**config.mk**
```make
export PLATFORM = sky130hd
export DESIGN_NAME = set_assoc_cache_tag_lru
export DESIGN_NICKNAME = d
export VERILOG_FILES = /design/src/rtl/sactl_pkg.sv /design/src/rtl/set_assoc_cache_tag_lru.sv /design/src/rtl/sactl_repl.sv
export SDC_FILE = /design/constraint.sdc
export NUM_CORES = 2
export LEC_CHECK = 0
export ABC_AREA = 1
export BUFFER_PORTS_ARGS = -buffer_cell sky130_fd_sc_hd__buf_2
export CAP_MARGIN = 20
export CORE_ASPECT_RATIO = 0.6
export CORE_MARGIN = 2
export CORE_UTILIZATION = 40
export DETAILED_ROUTE_END_ITERATION = 8
export SYNTH_ARGS = -nofsm -noshare
export SYNTH_HDL_FRONTEND = slang
export SYNTH_HIERARCHICAL = 1
export SYNTH_SLANG_ARGS = --single-unit
```
**constraint.sdc**
```tcl
create_clock -name clk -period 7.6 [get_ports clk]
set_clock_uncertainty 0.2 [all_clocks]
set_input_delay 0 -clock clk [delete_from_list [all_inputs] [get_ports clk]]
set_output_delay 0 -clock clk [all_outputs]
set_load 0.05 [all_outputs]
```
**src/rtl/sactl_pkg.sv**
```systemverilog
`default_nettype none

package sactl_pkg;

  // Cache geometry. NUM_SETS and LINE_BYTES are powers of two.
  localparam int NUM_SETS   = 64;
  localparam int NUM_WAYS   = 2;
  localparam int LINE_BYTES = 32;

  localparam int ADDR_W   = 32;
  localparam int OFF_BITS = $clog2(LINE_BYTES);
  localparam int SET_BITS = $clog2(NUM_SETS);
  localparam int SET_W    = (SET_BITS == 0) ? 1 : SET_BITS;
  localparam int LINE_W   = ADDR_W - OFF_BITS;
  localparam int TAG_W    = LINE_W - SET_BITS;
  localparam int WAY_W    = $clog2(NUM_WAYS);
  localparam int AGE_W    = WAY_W;

  typedef logic [NUM_WAYS-1:0][TAG_W-1:0] tag_row_t;
  typedef logic [NUM_WAYS-1:0][AGE_W-1:0] age_row_t;
  typedef logic [NUM_WAYS-1:0]            valid_row_t;

  // Outcome of one lookup: hit flag, way used and the set's new ages.
  typedef struct packed {
    logic             hit;
    logic [WAY_W-1:0] way;
    age_row_t         ages;
  } upd_t;

endpackage

`default_nettype wire

```
**src/rtl/set_assoc_cache_tag_lru.sv**
```systemverilog
`default_nettype none

// Tag store of a set-associative cache with true LRU replacement. Each word
// on the request channel is a byte address; the block drops the line offset,
// splits the line number into set index and tag, and answers with one word
// that reports hit or miss and the way that hit or was filled. When an
// address is accepted the set's tag row and age row are read into registers
// from two synchronous memories; then the tags are compared, the victim is
// chosen, the ages are updated and both rows are written back. A new address
// is taken the cycle after that write, not before. The answer sits in an
// output register; a lookup that finds that register still full and stalled
// waits with its write-back until the register frees up. Valid bits live in
// flip-flops and clear at reset, so there is no clearing pass; a set whose
// valid bits are all clear reads its ages as the reset order, way w holding
// age w.
module set_assoc_cache_tag_lru (
  input  wire logic                          clk,
  input  wire logic                          rst,
  input  wire logic                          req_valid,
  output logic                               req_stall,
  input  wire logic [sactl_pkg::ADDR_W-1:0]  addr,
  output logic                               rsp_valid,
  input  wire logic                          rsp_stall,
  output logic                               hit,
  output logic                               way
);

  logic [sactl_pkg::LINE_W-1:0]  line_num;
  logic [sactl_pkg::SET_W-1:0]   set_idx;
  logic [sactl_pkg::TAG_W-1:0]   tag_in;

  // Lookup in flight, with its set, tag and valid row captured at accept.
  logic                          busy;
  logic [sactl_pkg::SET_W-1:0]   set_q;
  logic [sactl_pkg::TAG_W-1:0]   tag_q;
  sactl_pkg::valid_row_t         valid_q;

  // Row memories and their registered read data.
  sactl_pkg::tag_row_t           tag_mem [sactl_pkg::NUM_SETS];
  sactl_pkg::age_row_t           age_mem [sactl_pkg::NUM_SETS];
  sactl_pkg::tag_row_t           tag_rd;
  sactl_pkg::age_row_t           age_rd;

  sactl_pkg::valid_row_t         valid [sactl_pkg::NUM_SETS];

  sactl_pkg::upd_t               upd;
  sactl_pkg::tag_row_t           tag_row_next;
  sactl_pkg::valid_row_t         valid_row_next;
  logic                          accept;
  logic                          commit;

  assign line_num = addr[sactl_pkg::ADDR_W-1:sactl_pkg::OFF_BITS];
  assign set_idx  = sactl_pkg::SET_W'(line_num % sactl_pkg::LINE_W'(sactl_pkg::NUM_SETS));
  assign tag_in   = sactl_pkg::TAG_W'(line_num >> sactl_pkg::SET_BITS);

  assign req_stall = busy;
  assign accept    = req_valid && !req_stall;
  // A lookup in flight finishes only when the output register can take its answer.
  assign commit    = busy && (!rsp_valid || !rsp_stall);

  sactl_repl u_repl (
    .tag       (tag_q),
    .tag_row   (tag_rd),
    .age_row   (age_rd),
    .valid_row (valid_q),
    .upd       (upd)
  );

  always_comb begin
    tag_row_next   = tag_rd;
    valid_row_next = valid_q;
    if (!upd.hit) begin
      tag_row_next[upd.way]   = tag_q;
      valid_row_next[upd.way] = 1'b1;
    end
  end

  always_ff @(posedge clk) begin
    if (accept) begin
      tag_rd <= tag_mem[set_idx];
      age_rd <= age_mem[set_idx];
    end
    if (commit) begin
      tag_mem[set_q] <= tag_row_next;
      age_mem[set_q] <= upd.ages;
    end
  end

  always_ff @(posedge clk) begin
    if (accept) begin
      set_q   <= set_idx;
      tag_q   <= tag_in;
      valid_q <= valid[set_idx];
    end
    if (commit) begin
      hit <= upd.hit;
      way <= upd.way[0];
    end
  end

  always_ff @(posedge clk) begin
    if (rst) begin
      busy      <= 1'b0;
      rsp_valid <= 1'b0;
      for (int s = 0; s < sactl_pkg::NUM_SETS; s++) begin
        valid[s] <= '0;
      end
    end else begin
      if (accept) begin
        busy <= 1'b1;
      end else if (commit) begin
        busy <= 1'b0;
      end
      if (commit) begin
        rsp_valid      <= 1'b1;
        valid[set_q]   <= valid_row_next;
      end else if (rsp_valid && !rsp_stall) begin
        rsp_valid <= 1'b0;
      end
    end
  end

`ifndef NO_ASSERTIONS
  a_accept_busy: assert property (@(posedge clk) disable iff (rst)
    accept |=> busy)
    else $error("accepted address did not start a lookup");

  a_free_output_commits: assert property (@(posedge clk) disable iff (rst)
    busy && !rsp_valid |=> rsp_valid && !busy)
    else $error("lookup with a free output register did not finish");

  a_used_way_valid: assert property (@(posedge clk) disable iff (rst)
    commit |=> valid[$past(set_q)][$past(upd.way)])
    else $error("way used by a lookup is not valid afterward");

  a_used_way_youngest: assert property (@(posedge clk) disable iff (rst)
    commit |-> upd.ages[upd.way] == '0)
    else $error("way used by a lookup is not the most recent");
`endif

endmodule

`default_nettype wire

```
**src/rtl/sactl_repl.sv**
```systemverilog
`default_nettype none

// Tag compare, victim choice and age update for one set row.
module sactl_repl (
  input  wire logic [sactl_pkg::TAG_W-1:0] tag,
  input  wire sactl_pkg::tag_row_t         tag_row,
  input  wire sactl_pkg::age_row_t         age_row,
  input  wire sactl_pkg::valid_row_t       valid_row,
  output sactl_pkg::upd_t                  upd
);

  sactl_pkg::age_row_t               ages;
  logic                              hit;
  logic [sactl_pkg::WAY_W-1:0]       hit_way;
  logic [sactl_pkg::WAY_W-1:0]       free_way;
  logic [sactl_pkg::WAY_W-1:0]       old_way;
  logic [sactl_pkg::WAY_W-1:0]       way;
  logic [sactl_pkg::AGE_W-1:0]       cur;

  always_comb begin
    // A set with no valid way was never written, so its ages still
    // hold the reset permutation.
    for (int w = 0; w < sactl_pkg::NUM_WAYS; w++) begin
      if (valid_row == '0) begin
        ages[w] = sactl_pkg::AGE_W'(w);
      end else begin
        ages[w] = age_row[w];
      end
    end

    hit      = 1'b0;
    hit_way  = '0;
    free_way = '0;
    old_way  = '0;
    // Walk downward so that the lowest qualifying way wins.
    for (int w = sactl_pkg::NUM_WAYS - 1; w >= 0; w--) begin
      if (valid_row[w] && (tag_row[w] == tag)) begin
        hit     = 1'b1;
        hit_way = sactl_pkg::WAY_W'(w);
      end
      if (!valid_row[w]) begin
        free_way = sactl_pkg::WAY_W'(w);
      end
      if (ages[w] == sactl_pkg::AGE_W'(sactl_pkg::NUM_WAYS - 1)) begin
        old_way = sactl_pkg::WAY_W'(w);
      end
    end

    if (hit) begin
      way = hit_way;
    end else if (valid_row != '1) begin
      way = free_way;
    end else begin
      way = old_way;
    end

    cur = ages[way];
    for (int k = 0; k < sactl_pkg::NUM_WAYS; k++) begin
      if (ages[k] < cur) begin
        upd.ages[k] = ages[k] + 1'b1;
      end else begin
        upd.ages[k] = ages[k];
      end
    end
    upd.ages[way] = '0;
    upd.hit       = hit;
    upd.way       = way;
  end

endmodule

`default_nettype wire

```
Yosys cells after proc, flatten, opt, wreduce, memory -nomap -nowiden
Memory sizes are Yosys's and may differ from the RTL's. A register that Yosys moved wholly into a read port is not among the register bits.
Index checks and enable logic that the tools add are counted.
{ "totals": {"input_bits": 36, "regBits": 31, "output_inout_bits": 4, "n_memories": 3, "elab_cells": 70, "mem_bits_rw": 2944} }
{ "classes": {"n_reduce_logical": 14, "add_sub_neg": 2, "magnitude_cmp": 4, "n_eq_ne": 3, "muxes": 35, "bitwise": 3} }
{ "mem_list": {"columns": ["name", "words", "width", "read_ports", "rd_clocked_by_memory_dff", "wr", "line_no", "source"], "rows": [
  ["tag_mem", 64, 42, 1, 1, 1, "set_assoc_cache_tag_lru.sv:39", "sactl_pkg::tag_row_t tag_mem [sactl_pkg::NUM_SETS];"],
  ["age_mem", 64, 2, 1, 1, 1, "set_assoc_cache_tag_lru.sv:40", "sactl_pkg::age_row_t age_mem [sactl_pkg::NUM_SETS];"],
  ["valid", 64, 2, 1, 1, 64, "set_assoc_cache_tag_lru.sv:44", "sactl_pkg::valid_row_t valid [sactl_pkg::NUM_SETS];"]
]} }
{ "op_table": {"columns": ["operator", "n"], "rows": [
  ["42-bit bitwise mux", 1],
  ["21-bit equality test", 2],
  ["42-bit two-way mux", 1],
  ["1-bit two-way mux", 27],
  ["21-bit demux with 1-bit select", 1],
  ["21-bit two-way mux", 1],
  ["1-bit logical AND", 6],
  ["6-bit two-way mux", 1],
  ["2-bit two-way mux", 2],
  ["2-bit nonzero test", 2],
  ["1-bit zero test", 3],
  ["1-bit adder, second input constant", 2],
  ["2-bit AND", 1],
  ["2-bit zero test", 1],
  ["1-bit < comparator", 2],
  ["1-bit by 2-bit < comparator with 1-bit output, second input constant", 1],
  ["2-bit != test, second input constant", 1],
  ["2-bit inverter", 1],
  ["2-bit OR", 1],
  ["2-bit OR reduction", 1],
  ["1-bit demux with 1-bit select", 1],
  ["1-bit >= comparator, second input constant", 1],
  ["1-bit logical OR", 1]
]} }

Logic depth before layout (Yosys ltp)
{ "depth": {"word_depth": 13, "ltp_mapped": 17, "ltp_nobuf": 15} }

Cells and area by module
The synthesis kept the hierarchy.
{ "modules_own_cells": {"columns": ["mod", "cells_each", "area_per_inst_um2", "n_inst", "seq_area_each_um2"], "rows": [
  ["set_assoc_cache_tag_lru", 10163, 122352.3, 1, 90697.0],
  ["sactl_repl", 185, 812.0, 1, 0.0]
]} }

Worst setup path before layout
OpenSTA, ideal clock, no wires.
{ "synth_path": {"path_kind": "register to register", "from": "register tag_q[16] (netlist name)", "to": "memory tag_mem[0][41] (netlist name) (data pin)", "n_path_buf": 1, "slack_ns": 2.716, "setup_time_ns": 0.702, "synth_period_minus_slack_ns": 4.884, "arrival_time_ns": 3.982, "t_required_ns": 6.698, "path_stages_with_launch": 15, "cell_sequence": "edfxtp_1 -> nor2_1 -> nor2_1 -> nor2_1 -> nand2_1 -> nor2_4 -> nand3_2 -> nand2_2 -> nand2_2 -> inv_1 -> buf_4 -> inv_1 -> nor2_1 -> inv_1 -> o21ai_0"} }
{ "synth_lines": {"columns": ["item", "line_no", "source"], "rows": [
  ["start: declaration", "set_assoc_cache_tag_lru.sv:35", "logic [sactl_pkg::TAG_W-1:0] tag_q;"],
  ["start signal: assignment", "set_assoc_cache_tag_lru.sv:92", "tag_q <= tag_in;"],
  ["end: declaration", "set_assoc_cache_tag_lru.sv:39", null]
]} }

==> flow_summary.toml <==
[outcome]
status = "finished clean"

[detailed_routing]
final_antenna_net_count = 0
dr.pass1.iters = 6
viasPerCell = 5.68
drc = 0
drt_iter0_markers = 12600
routedWlPerCell_um = 25.5
vias = 82400
routed_wl_um = 370000

[cts]
clockBufferDepth = 4
clock_latency_ns = 0.87
post_cts_resized = 0
cts_tree = "built"
h-tree-depth = 5
hold_buffers = 55
post_cts_buffers = 0
clock-root-buffer = "clkbuf_16"
cts.sinks = 3021
cts_buffers = 270
clk_pin_slew_ns = 0.07

[place]
io_buffers = 34
dpl.hpwl_um = 182000
placed_cell_area_mm2 = 0.127
dp.cells = 13900
place_congestion = 0.882

[critical_path]
r2r-end = "tag_mem[40][3]"
timing.rr.start = "tag_q[1]"
worst-setup-path-type = "register to register"
crit_arrival_ns = 5.04
cp-end-kind = "register"
critPathLaunchType = "register"
cp_max_fo = 64
r2r_slack_ns = 2.86
critical_path_required_ns = 7.90
reg2reg_depth = 12

[global_route]
grt_start_max_net_pins = 194
antenna_found_initial = 5
grt_pass1_vias = 75700
grt_util_met2 = 0.340
grt_overflow = 0
use_met1 = 0.349
grt_busiest_layer = "met1"
grt_pass1_wl_um = 530000
grtUsageTotal = 0.230
grtUsageMet3 = 0.0445

[hold_path]
holdPathEnd = "set_q[4]"
whs_path_depth = 2
min_from = "addr[9]"
hp-class = "input port to register"

[timing]
hold_viol = 0
final.setup.tns_ns = 0
tightest_slew_ns = 1.32
rsz0062_at_grt = "no"
setup_violations = 0
maxSlewViolCount = 0
fmax_ghz = 0.211
relSlewSlack = 0.123
min_period_over_period = 0.624
min_period_ns = 4.74

[logic_synthesis]
synth_top_family_by_area = "simple AND/OR/NAND/NOR gates"
synth-simple-area-share = 0.225
synth_area_mm2 = 0.123
synth-xor-area-share = 0.000640
synth_adder_area_share = 0
synthFlopType = "edfxtp_1"
ys_seq_area_frac = 0.736
synthArstFlopShare = 0
synth_area_per_cell_um2 = 11.9
synth_mux_area_frac = 0.00183
yosysWarnings = 6
synth_compound_area_frac = 0.00221
ys_ff_latch = 3021
netlist_instances = 10300
syn_nets = 10400
synth_cell_type_count = 30
synth-edff-count = 3019

[finish]
final_cell_mix = "nand2_1, edfxtp_1, nand3_1, clkbuf_16, nor2_1"
layout.cells.non_filler = 14500
drive_gt1_frac = 0.0714
nets = 10300
final_common_cell = "nand2_1"
final_cell_area_mm2 = 0.137
filler_cell_count = 27300
areaGrowthSynthToFinish_pct = 11.0

[floorplanning]
die_w_um = 720
ios = 40
start_util = 0.403
row_count = 157
core_area_mm2 = 0.306
dieArea_mm2 = 0.313
die-height_um = 434

[power]
powerDensity_mw_per_mm2 = 256
irDropWorstVdd_mv = 0.162
leakage_nw = 48.0

[job]
drv_cap = 0
[through the flow]
| step | utilization | hold WS (ns) | power (mW) | worst slack (ns) |
|---|---|---|---|---|
| 3_3_place_gp | 0.415 | -0.0110 | 21.7 | 3.06 |
| 6_report | 0.447 | 0.0413 | 35.0 | 2.86 |
| 3_5_place_dp | 0.416 | -0.00629 | 21.7 | 3.03 |
| 5_1_grt | 0.447 | 0.00546 | 36.0 | 2.78 |
| 4_1_cts | 0.445 | 0.00898 | 35.0 | 3.00 |
| 2_1_floorplan | - | -0.131 | 20.8 | 2.72 |
[report_power, final]
part | leakage (nW) | switching [mW] | internal (mW)
Clock | 4.07 | 6.08 | 7.35
Combinational | 16.4 | 2.02 | 0.607
Sequential | 27.5 | 0.0562 | 18.9
Total | 48.0 | 8.16 | 26.8
[synthesized netlist by cell type, types with 4 or more instances]
master,count,share of area
buf_4,97,0.0059
nor2_1,243,0.0074
nand3_1,2717,0.11
xor2_1,7,0.00050
clkbuf_1,162,0.0049
nor3_1,9,0.00037
nand2_1,3492,0.11
mux2_2,20,0.0018
buf_1,53,0.0016
buf_2,317,0.013
nor2_2,4,0.00020
buf_6,57,0.0052
o21ai_0,47,0.0019
inv_2,9,0.00027
inv_1,67,0.0020
edfxtp_1,3019,0.74
[worst max-delay path: stages (launching register included)]
cell      delay, ns
edfxtp_1       0.42
inv_2          0.07
nand2_1        0.27
o21ai_1        0.33
nor2_1         0.17
nand2_1        0.08
nor2_2         0.26
nand3_2        0.18
nand2_2        0.14
inv_1          0.08
nor2_2         0.76
buf_4          0.41
mux2_2         0.97
[flip-flops by register name, summed over array words and instances, names as in the netlist]
signal     count
tag_mem     2688
age_mem      128
valid        128
tag_rd        42
tag_q         21
set_q          6
age_rd         2
valid_q        2
hit            1
req_stall      1
rsp_valid      1
way            1
[cell families (layout without fill, tap and decap cells)]
logic type / Yosys count / count (layout)
other cells: 0 / 1
compound gates: 54 / 54
flops: 3021 / 3021
simple gates: 6473 / 6473
xor+xnor: 9 / 9
buf+inv: 771 / 870
mux: 20 / 20
[final cells by class]
type / count / area [µm²] / area share
inverters: 81 / 368 / 0.00269
clock buffers: 350 / 7310 / 0.0535
clock inverters: 122 / 996 / 0.00729
diodes: 1 / 2.50 / 0.0000183
well taps: 4054 / 5070 / 0.0371
flip-flops and latches: 3021 / 90700 / 0.664
multi-input cells: 6556 / 28900 / 0.212
repair buffers: 317 / 3320 / 0.0243
[how the worst max path moves through the flow]
stage	startpoint	endpoint	slack [ns]	depth (start not counted)
after CTS	tag_q[1]	tag_mem[41][13]	3.00	12
after global placement	tag_q[1]	tag_mem[48][24]	3.06	15
after floorplan	tag_q[16]	tag_mem[0][41]	2.72	14
final	tag_q[1]	tag_mem[40][3]	2.86	12
after global routing	tag_q[1]	tag_mem[40][3]	2.78	12
after detailed placement	tag_q[1]	tag_mem[40][13]	3.03	12
[metal layers]
metal	part of all wire	vias up
met3	0.12	622
met1	0.42	40700
met4	0.026	2
met2	0.43	4839
li1	-	36300
met5	0.000024	-
(Power assumes the default switching activity.)
